[src/hw/rtl/isc_pkg.sv]
`timescale 1ns / 1ps

package isc_pkg;

  // input beat: raw device words in register order
  typedef struct packed {
    logic signed [15:0] accel_word_0;
    logic signed [15:0] accel_word_1;
    logic signed [15:0] accel_word_2;
    logic signed [15:0] temp_word;
    logic signed [15:0] gyro_word_0;
    logic signed [15:0] gyro_word_1;
    logic signed [15:0] gyro_word_2;
  } isc_in_t;

  // output beat: q16.16 motion, q8.8 temperature
  typedef struct packed {
    logic signed [31:0] accel_out_x;
    logic signed [31:0] accel_out_y;
    logic signed [31:0] accel_out_z;
    logic signed [31:0] rate_out_x;
    logic signed [31:0] rate_out_y;
    logic signed [31:0] rate_out_z;
    logic signed [15:0] temp_out;
  } isc_out_t;

  // configuration register indexes
  typedef enum logic [2:0] {
    REG_MODE       = 3'd0,
    REG_ACCEL_BIAS = 3'd1,
    REG_GYRO_BIAS  = 3'd2,
    REG_ROW_X      = 3'd3,
    REG_ROW_Y      = 3'd4,
    REG_ROW_Z      = 3'd5
  } isc_reg_e;

  // pipeline advance controls shared by all stages
  typedef struct packed {
    logic en1;
    logic en2;
    logic en3;
    logic en4;
    logic v3;
  } isc_adv_t;

  // bias-corrected acceleration, q11.16
  typedef logic signed [26:0] isc_d_t;

  // what one lane hands to the merge stage
  typedef struct packed {
    logic signed [42:0] p0;
    logic signed [42:0] p1;
    logic signed [42:0] p2;
    logic               neg;
    logic signed [31:0] rate;
  } isc_lane_t;

  // temperature quotient estimate and check terms
  typedef struct packed {
    logic signed [31:0] n;
    logic signed [32:0] qd;
    logic signed [16:0] q;
  } isc_temp_t;

  // 9.80665 m/s^2 per g in q.24
  localparam logic [27:0] GravQ24 = 28'd164528285;

  // gyro scale: round((pi q61 >> 13) / (18 * lsb per deg/s in tenths))
  localparam logic [63:0] PiQ61    = 64'd7244019458077122842;
  localparam logic [63:0] Pi48     = PiQ61 >> 13;
  localparam logic [63:0] GyroDen0 = 64'd18 * 64'd1310;
  localparam logic [63:0] GyroDen1 = 64'd18 * 64'd655;
  localparam logic [63:0] GyroDen2 = 64'd18 * 64'd328;
  localparam logic [63:0] GyroDen3 = 64'd18 * 64'd164;
  localparam logic [63:0] GyroK0   = (Pi48 + GyroDen0 / 64'd2) / GyroDen0;
  localparam logic [63:0] GyroK1   = (Pi48 + GyroDen1 / 64'd2) / GyroDen1;
  localparam logic [63:0] GyroK2   = (Pi48 + GyroDen2 / 64'd2) / GyroDen2;
  localparam logic [63:0] GyroK3   = (Pi48 + GyroDen3 / 64'd2) / GyroDen3;

  // temperature: floor((2*raw*25600 + 33387) / 66774) + 5376
  localparam logic [63:0] TempRecipW = (64'd1 << 46) / 64'd66774;
  localparam logic [30:0] TempRecip  = TempRecipW[30:0];
  localparam logic [16:0] TempDiv    = 17'd66774;

  function automatic logic [38:0] gyro_k(input logic [1:0] rng);
    logic [38:0] k;
    case (rng)
      2'd0:    k = GyroK0[38:0];
      2'd1:    k = GyroK1[38:0];
      2'd2:    k = GyroK2[38:0];
      2'd3:    k = GyroK3[38:0];
      default: k = GyroK0[38:0];
    endcase
    return k;
  endfunction

endpackage

[src/hw/rtl/isc_merge.sv]
`timescale 1ns / 1ps

module isc_merge (
  input  logic                     clk_i,
  input  logic                     rst_ni,
  input  isc_pkg::isc_adv_t        adv_i,
  input  isc_pkg::isc_lane_t [2:0] lanes_i,
  input  isc_pkg::isc_temp_t       temp_i,
  output logic                     out_valid_o,
  output isc_pkg::isc_out_t        out_data_o
);
  import isc_pkg::*;

  localparam logic signed [32:0] DivS  = 33'sd66774;
  localparam logic signed [32:0] DivS2 = 33'sd133548;

  logic signed [31:0] accel [3];
  logic signed [44:0] rsum  [3];
  logic signed [44:0] rrnd  [3];
  logic signed [32:0] rsgn  [3];
  logic signed [32:0] rem;
  logic signed [16:0] qfix;
  logic signed [16:0] tsum;
  logic               out_valid_q;
  isc_out_t           out_d, out_q;

  function automatic logic signed [31:0] sat32(input logic signed [32:0] v);
    logic signed [31:0] r;
    if (v > 33'sd2147483647) begin
      r = 32'sh7fffffff;
    end else if (v < -33'sd2147483648) begin
      r = 32'sh80000000;
    end else begin
      r = v[31:0];
    end
    return r;
  endfunction

  // row sums, rounding shift, optional sign flip, clamp
  always_comb begin
    for (int i = 0; i < 3; i++) begin
      rsum[i]  = $signed({{2{lanes_i[i].p0[42]}}, lanes_i[i].p0})
               + $signed({{2{lanes_i[i].p1[42]}}, lanes_i[i].p1})
               + $signed({{2{lanes_i[i].p2[42]}}, lanes_i[i].p2});
      rrnd[i]  = (rsum[i] + 45'sd8192) >>> 14;
      rsgn[i]  = lanes_i[i].neg ? -rrnd[i][32:0] : rrnd[i][32:0];
      accel[i] = sat32(rsgn[i]);
    end
  end

  // temperature quotient correction and offset
  always_comb begin
    rem = $signed({temp_i.n[31], temp_i.n}) - temp_i.qd;
    if (rem < 33'sd0) begin
      qfix = temp_i.q - 17'sd1;
    end else if (rem >= DivS) begin
      qfix = temp_i.q + 17'sd1;
    end else begin
      qfix = temp_i.q;
    end
    tsum = qfix + 17'sd5376;
  end

  // pack the output beat
  always_comb begin
    out_d.accel_out_x = accel[0];
    out_d.accel_out_y = accel[1];
    out_d.accel_out_z = accel[2];
    out_d.rate_out_x  = lanes_i[0].rate;
    out_d.rate_out_y  = lanes_i[1].rate;
    out_d.rate_out_z  = lanes_i[2].rate;
    out_d.temp_out    = tsum[15:0];
  end

  // output register
  always_ff @(posedge clk_i or negedge rst_ni) begin
    if (!rst_ni) begin
      out_valid_q <= 1'b0;
    end else if (adv_i.en4) begin
      out_valid_q <= adv_i.v3;
    end
  end

  always_ff @(posedge clk_i) begin
    if (adv_i.en4) begin
      out_q <= out_d;
    end
  end

  assign out_valid_o = out_valid_q;
  assign out_data_o  = out_q;

  // reciprocal estimate keeps the remainder within one divisor step
  assert property (@(posedge clk_i) disable iff (!rst_ni)
    adv_i.v3 |-> (rem >= -DivS && rem < DivS2))
    else $error("temperature quotient estimate off by more than one");

  // a finished item moving in must show up at the output
  assert property (@(posedge clk_i) disable iff (!rst_ni)
    adv_i.v3 && adv_i.en4 |=> out_valid_o)
    else $error("result lost entering output register");

  // a stalled output beat holds steady until taken
  assert property (@(posedge clk_i) disable iff (!rst_ni)
    out_valid_o && !adv_i.en4 |=> out_valid_o && $stable(out_data_o))
    else $error("output beat changed while stalled");

endmodule

[config.mk]
export PLATFORM = sky130hd
export DESIGN_NAME = isc_merge
export DESIGN_NICKNAME = d
export VERILOG_FILES = /design/src/hw/rtl/isc_pkg.sv /design/src/hw/rtl/isc_merge.sv
export SDC_FILE = /design/constraint.sdc
export NUM_CORES = 1
export LEC_CHECK = 0
export ABC_CLOCK_PERIOD_IN_PS = 900
export BUFFER_PORTS_ARGS = -buffer_cell sky130_fd_sc_hd__buf_2
export CAP_MARGIN = 10
export CORE_AREA = 2 2 302 304
export CTS_CLUSTER_DIAMETER = 100
export DETAILED_ROUTE_END_ITERATION = 6
export DIE_AREA = 0 0 304 306
export GPL_TIMING_DRIVEN = 0
export PLACE_DENSITY = 0.59
export SETUP_SLACK_MARGIN = 0.2
export SKIP_CTS_REPAIR_TIMING = 1
export SLEW_MARGIN = 20
export SYNTH_ARGS = -nofsm -noshare
export SYNTH_HDL_FRONTEND = slang
export SYNTH_SLANG_ARGS = --single-unit
[constraint.sdc]
create_clock -name clk_i -period 0.9 [get_ports clk_i]
set_input_delay 0.09 -clock clk_i [delete_from_list [all_inputs] [get_ports clk_i]]
set_output_delay 0.09 -clock clk_i [all_outputs]
set_load 0.02 [all_outputs]
Word-level counts from Yosys, hierarchy flattened
Cells that the tools add are included.
{"block": "classes", "n_mux": 8, "add_sub_neg": 16, "order_cmp": 8}
{"op": "44-bit by 43-bit adder with 45-bit output", "count": 3}
{"op": "45-bit by 15-bit adder with 45-bit output (second input constant)", "count": 3}
{"op": "43-bit by 43-bit adder with 44-bit output", "count": 3}
{"op": "33-bit by 32-bit > comparator with 1-bit output (second input constant)", "count": 3}
{"op": "33-bit by 32-bit < comparator with 1-bit output (second input constant)", "count": 3}
{"op": "33-bit 2-to-1 mux", "count": 3}
{"op": "33-bit negator", "count": 3}
{"op": "32-bit 2-to-1 mux", "count": 3}
{"op": "33-bit by 18-bit >= comparator with 1-bit output (second input constant)", "count": 1}
{"op": "33-bit by 1-bit < comparator with 1-bit output (second input constant)", "count": 1}
{"op": "32-bit by 33-bit subtractor with 33-bit output", "count": 1}
{"op": "16-bit 2-to-1 mux", "count": 2}
{"op": "16-bit by 14-bit adder with 16-bit output (second input constant)", "count": 1}
{"op": "16-bit by 2-bit adder with 16-bit output (second input constant)", "count": 1}
{"op": "16-bit by 2-bit subtractor with 16-bit output (second input constant)", "count": 1}
{"block": "totals", "regBits": 209, "wordCells": 40, "input_bits": 575, "out_inout_bits": 209}

Longest topological paths before layout
{"block": "logic_depth", "depth_word": 7, "ltp_mapped": 23, "depth_no_buf": 21}

Worst setup path before layout
Ideal clock, no wire load.
{"block": "synth_path", "path_type": "input -> register", "from": "input port lanes_i[369] (netlist name)", "to": "register out_q (netlist bit out_data_o[120]) (data pin)", "stages": 20, "arrival_ps": 5469, "setup_time_ps": 258, "n_path_buf": 2, "required_time_ps": 642, "path_slack_ps": -4827, "path_cell_list": "inv_1 fa_1 inv_1 fa_1 ha_1 a21o_1 a21o_1 a21o_1 a221o_1 mux2_2 a211o_2 or3b_4 or4b_4 or4b_4 or4_4 or4b_1 buf_2 buf_6 nand2_1 nand2_1"}
{"block": "synth_between", "elab_chain_len": 6, "elab_cells_between_ends": 7, "cone_classes": "3 x add/sub; 2 x order compare; 2 x mux"}
{"item": "from (decl)", "line_no": "isc_merge.sv:7", "text": "input isc_pkg::isc_lane_t [2:0] lanes_i,"}
{"item": "44-bit by 43-bit adder with 45-bit output *", "line_no": "isc_merge.sv:44", "text": "+ $signed({{2{lanes_i[i].p2[42]}}, lanes_i[i].p2});"}
{"item": "45-bit by 15-bit adder with 45-bit output *", "line_no": "isc_merge.sv:45", "text": "rrnd[i] = (rsum[i] + 45'sd8192) >>> 14;"}
{"item": "33-bit negator", "line_no": "isc_merge.sv:46", "text": "rsgn[i] = lanes_i[i].neg ? -rrnd[i][32:0] : rrnd[i][32:0];"}
{"item": "33-bit 2-to-1 mux *", "line_no": "isc_merge.sv:46"}
{"item": "33-bit by 32-bit < comparator with 1-bit output", "line_no": "isc_merge.sv:31", "text": "end else if (v < -33'sd2147483648) begin"}
{"item": "32-bit 2-to-1 mux", "line_no": "isc_merge.sv:31"}
{"item": "to (signal assigned)", "line_no": "isc_merge.sv:86", "text": "out_q <= out_d;"}
{"item": "to (decl)", "line_no": "isc_merge.sv:25", "text": "isc_out_t out_d, out_q;"}
Mark *: on every way between the ends. The rest lies on a longest branch, timed or not.
A chain may end at the register's enable or synchronous reset.

Worst setup path after layout
{"block": "layout_path", "from": "input port lanes_i[361] (netlist name)", "to": "register out_q (netlist bit out_data_o[136]) (data pin)"}
The elaborated chain is that of the path after synthesis.

==> results.py <==
metrics = {
    "status": {
        "status": "finished with violations",
        "violations": "hold timing, setup timing",
    },
    "job": {
        "maxCapViolCount": 0,
    },
    "critical_path": {
        "max_stage_delay_ns": 0.64,
        "slowest_stage": "or4b_4",
        "rrSetupSlack_ns": 0.13,
        "crit_top_cell": "or4b_4",
        "reg2reg_from": "out_valid_o",
        "reg2reg_depth": 1,
        "reg2reg_to": "out_valid_o",
        "crit_path_start": "lanes_i[361]",
        "crit_required_ns": 1.24,
        "arrival_ns": 5.54,
        "crit_fanout": 6,
        "path_class": "in2reg",
        "start_kind": "input pin",
        "crit_chain": "buf_2 > inv_1 > fa_1 > inv_1 > ha_4 > ha_4 > nand4_1 > o21ai_2 > a21oi_2 > o41ai_4 > buf_4 > o2111ai_4 > a21oi_2 > or2_4 > nand4_1 > or4b_4 > or4b_4 > or4_4 > or4b_4 > buf_6 > clkbuf_16 > nand2_2 > nand2_1",
        "end_kind": "flop",
    },
    "routing": {
        "wirelength_um": 91650,
        "drc": 0,
        "num_vias": 24790,
        "vias_per_cell": 4.781,
        "drt_iter0_markers": 1200,
        "dr.pass1.iters": 5,
        "wl_per_cell_um": 17.68,
        "ant_nets": 0,
    },
    "yosys": {
        "yosysUniqueCellTypes": 89,
        "synth_area_leaders": "edfxtp_1 25%, ha_1 14%, fa_1 10%",
        "synth_warnings": 0,
        "synth-async-reset-ratio": 0.004785,
        "syn-cell-area_um2": 25140,
        "synth-edff-count": 208,
        "synth_cells": 2949,
        "netlist.area_leader.share": 0.2485,
        "avgSynthCellArea_um2": 8.523,
        "ys.flop_type": "edfxtp_1",
        "ys_seq_area_frac": 0.2495,
        "syn_nets": 3941,
        "synth-seq-cells": 209,
        "synth_top_area_cell": "edfxtp_1",
    },
    "floorplanning": {
        "core_area_um2": 89600,
        "start_util": 0.2805,
        "io_pins": 784,
        "die_area_um2": 93020,
        "floorplan.rows": 110,
        "die_h_um": 306,
        "fp.dieW_um": 304,
    },
    "timing": {
        "tightest_slew_ns": 1.025,
        "hold_ws_ns": -0.1137,
        "finalHoldViolCount": 37,
        "max_freq_ghz": 0.1920,
        "fin_setup_tns_ns": -444.56,
        "slew_viol_final": 0,
        "finClkSkew_ns": 0,
        "period_needed_ns": 5.209,
        "relSlewSlack": 0.3121,
        "fin_crit_sh": 5.787,
        "rsz0062_at_grt": "yes",
        "setup_viol": 406,
        "layout_setup_ws_ns": -4.309,
    },
    "final_layout": {
        "design_area_um2": 37390,
        "final_common_cell": "buf_2",
        "layout-drive-gt1-share": 0.3830,
        "fill_cells": 8939,
        "final_nets": 4973,
        "postLayoutCoreUtil": 0.4173,
        "layout_common_cells": "761 x buf_2, 572 x inv_1, 221 x ha_1",
        "syn2layout_area_growth_pct": 48.74,
    },
    "clock_tree": {
        "clk_latency_ns": 0.58,
        "htreeDepth": 1,
        "clk_pin_slew_ns": 0.06,
        "cts.sinks": 209,
        "cts_buffers": 28,
        "cts_tree": "yes",
        "clockBufferDepth": 3,
        "cts_root_buffer": "clkbuf_16",
    },
    "min_path": {
        "hold_path_end": "out_data_o[141]",
        "hold_class": "in2reg",
        "min_path_cells": 1,
        "hp-start": "adv_i[1]",
    },
    "global_routing": {
        "grt_max_degree": 97,
        "grt_remaining_overflow": 0,
        "grtUsageTotal": 0.1833,
        "grt_pass1_wl_um": 134400,
        "grt_antenna_before_repair": 10,
        "grt_pass1_vias": 24040,
    },
    "power": {
        "leakagePower_nw": 18.23,
        "powerDensity_nw_per_um2": 2005,
        "vdd_drop_max_uv": 1386,
    },
    "placement": {
        "detailed_place_hpwl_um": 76480,
        "place_ws_ns": -5.935,
        "place_area_um2": 32010,
        "io_buffers": 777,
        "gp_congestion": 0.9196,
    },
}
## routing by layer
| layer | wire, µm | vias up | global-route usage |
|---|---|---|---|
| met5 | 34 | - | 0 |
| met4 | 1994 | 6 | 0.03934 |
| met3 | 4818 | 105 | 0.02378 |
| met2 | 47150 | 739 | 0.3407 |
| met1 | 37660 | 11720 | 0.2242 |
| li1 | - | 12220 | - |
## state kept, by name, summed over array words and instances, names as in the netlist
signal       count
out_valid_o      1
out_data_o     208
## power by group
| part | switching [mW] | leakage (nW) | internal (mW) | total (mW) |
|---|---|---|---|---|
| clock network | 4.71 | 0.446 | 6.54 | 11.2 |
| registers | 0.783 | 2.05 | 13.9 | 14.7 |
| logic | 28.2 | 15.7 | 20.8 | 49.0 |
## layout make-up
class,count,area [µm²],share of cell area
multi-input combinational,2061,19720,0.5275
clock buffer,38,758.2,0.02028
antenna,6,15.01,0.0004016
clock inverter,14,165.2,0.004418
timing repair buffer,1003,6175,0.1652
inverter,606,2342,0.06265
tap,1176,1471,0.03936
sequential,209,6272,0.1678
buffer,72,465.4,0.01245
## critical path: cells and delay by family
family	cells	cell delay (ns)
buffers and inverters	6	0.71
and+or+nand+nor	9	2.59
AOI/OAI and AO/OA	5	1.11
adders and majority gates	3	1.04
## cell families after synthesis
| family | after synthesis | synth area share |
|---|---|---|
| xor+xnor | 173 | 0.06028 |
| mux | 15 | 0.006173 |
| simple gates | 737 | 0.1469 |
| fa+ha+maj | 417 | 0.2455 |
| flops | 209 | 0.2495 |
| compound gates | 719 | 0.1896 |
| buf+inv | 679 | 0.1020 |
## stage by stage
| step | std cells | total power [mW] | hold slack (ns) |
|---|---|---|---|
| 6_report | 5185 | 74.95 | -0.1137 |
| 5_1_grt | 5184 | 80.40 | -0.1365 |
| 4_1_cts | 4956 | 67.21 | -0.7807 |
| 3_5_place_dp | 4904 | 55.49 | -0.1340 |
| 3_3_place_gp | 4902 | 55.22 | -0.1345 |
| 2_1_floorplan | 2949 | 43.52 | -0.2056 |
## how the worst max path moves through the flow
stage                      endpoint  depth (start not counted)
floorplan           out_data_o[120]                         20
global placement    out_data_o[168]                         23
detailed placement  out_data_o[168]                         23
CTS                 out_data_o[168]                         23
global route        out_data_o[132]                         24
finish              out_data_o[136]                         23
## synth_stat cells (23+ instances only)
cell      count
and2_1       28
a21o_1      101
or3_1        36
o21ai_0     149
and3_1       37
edfxtp_1    208
ha_1        290
nor3_1       38
xor2_1       46
o21bai_1     24
xnor2_1     127
nand3_1      48
inv_1       606
fa_1        127
a21oi_1     183
nor2_1      109
nand2_1     268
o21a_1       27
nand4_1      38
nor2b_1      23
clkbuf_1     63
o31ai_1      28
Power figures use the tool's default switching activity.
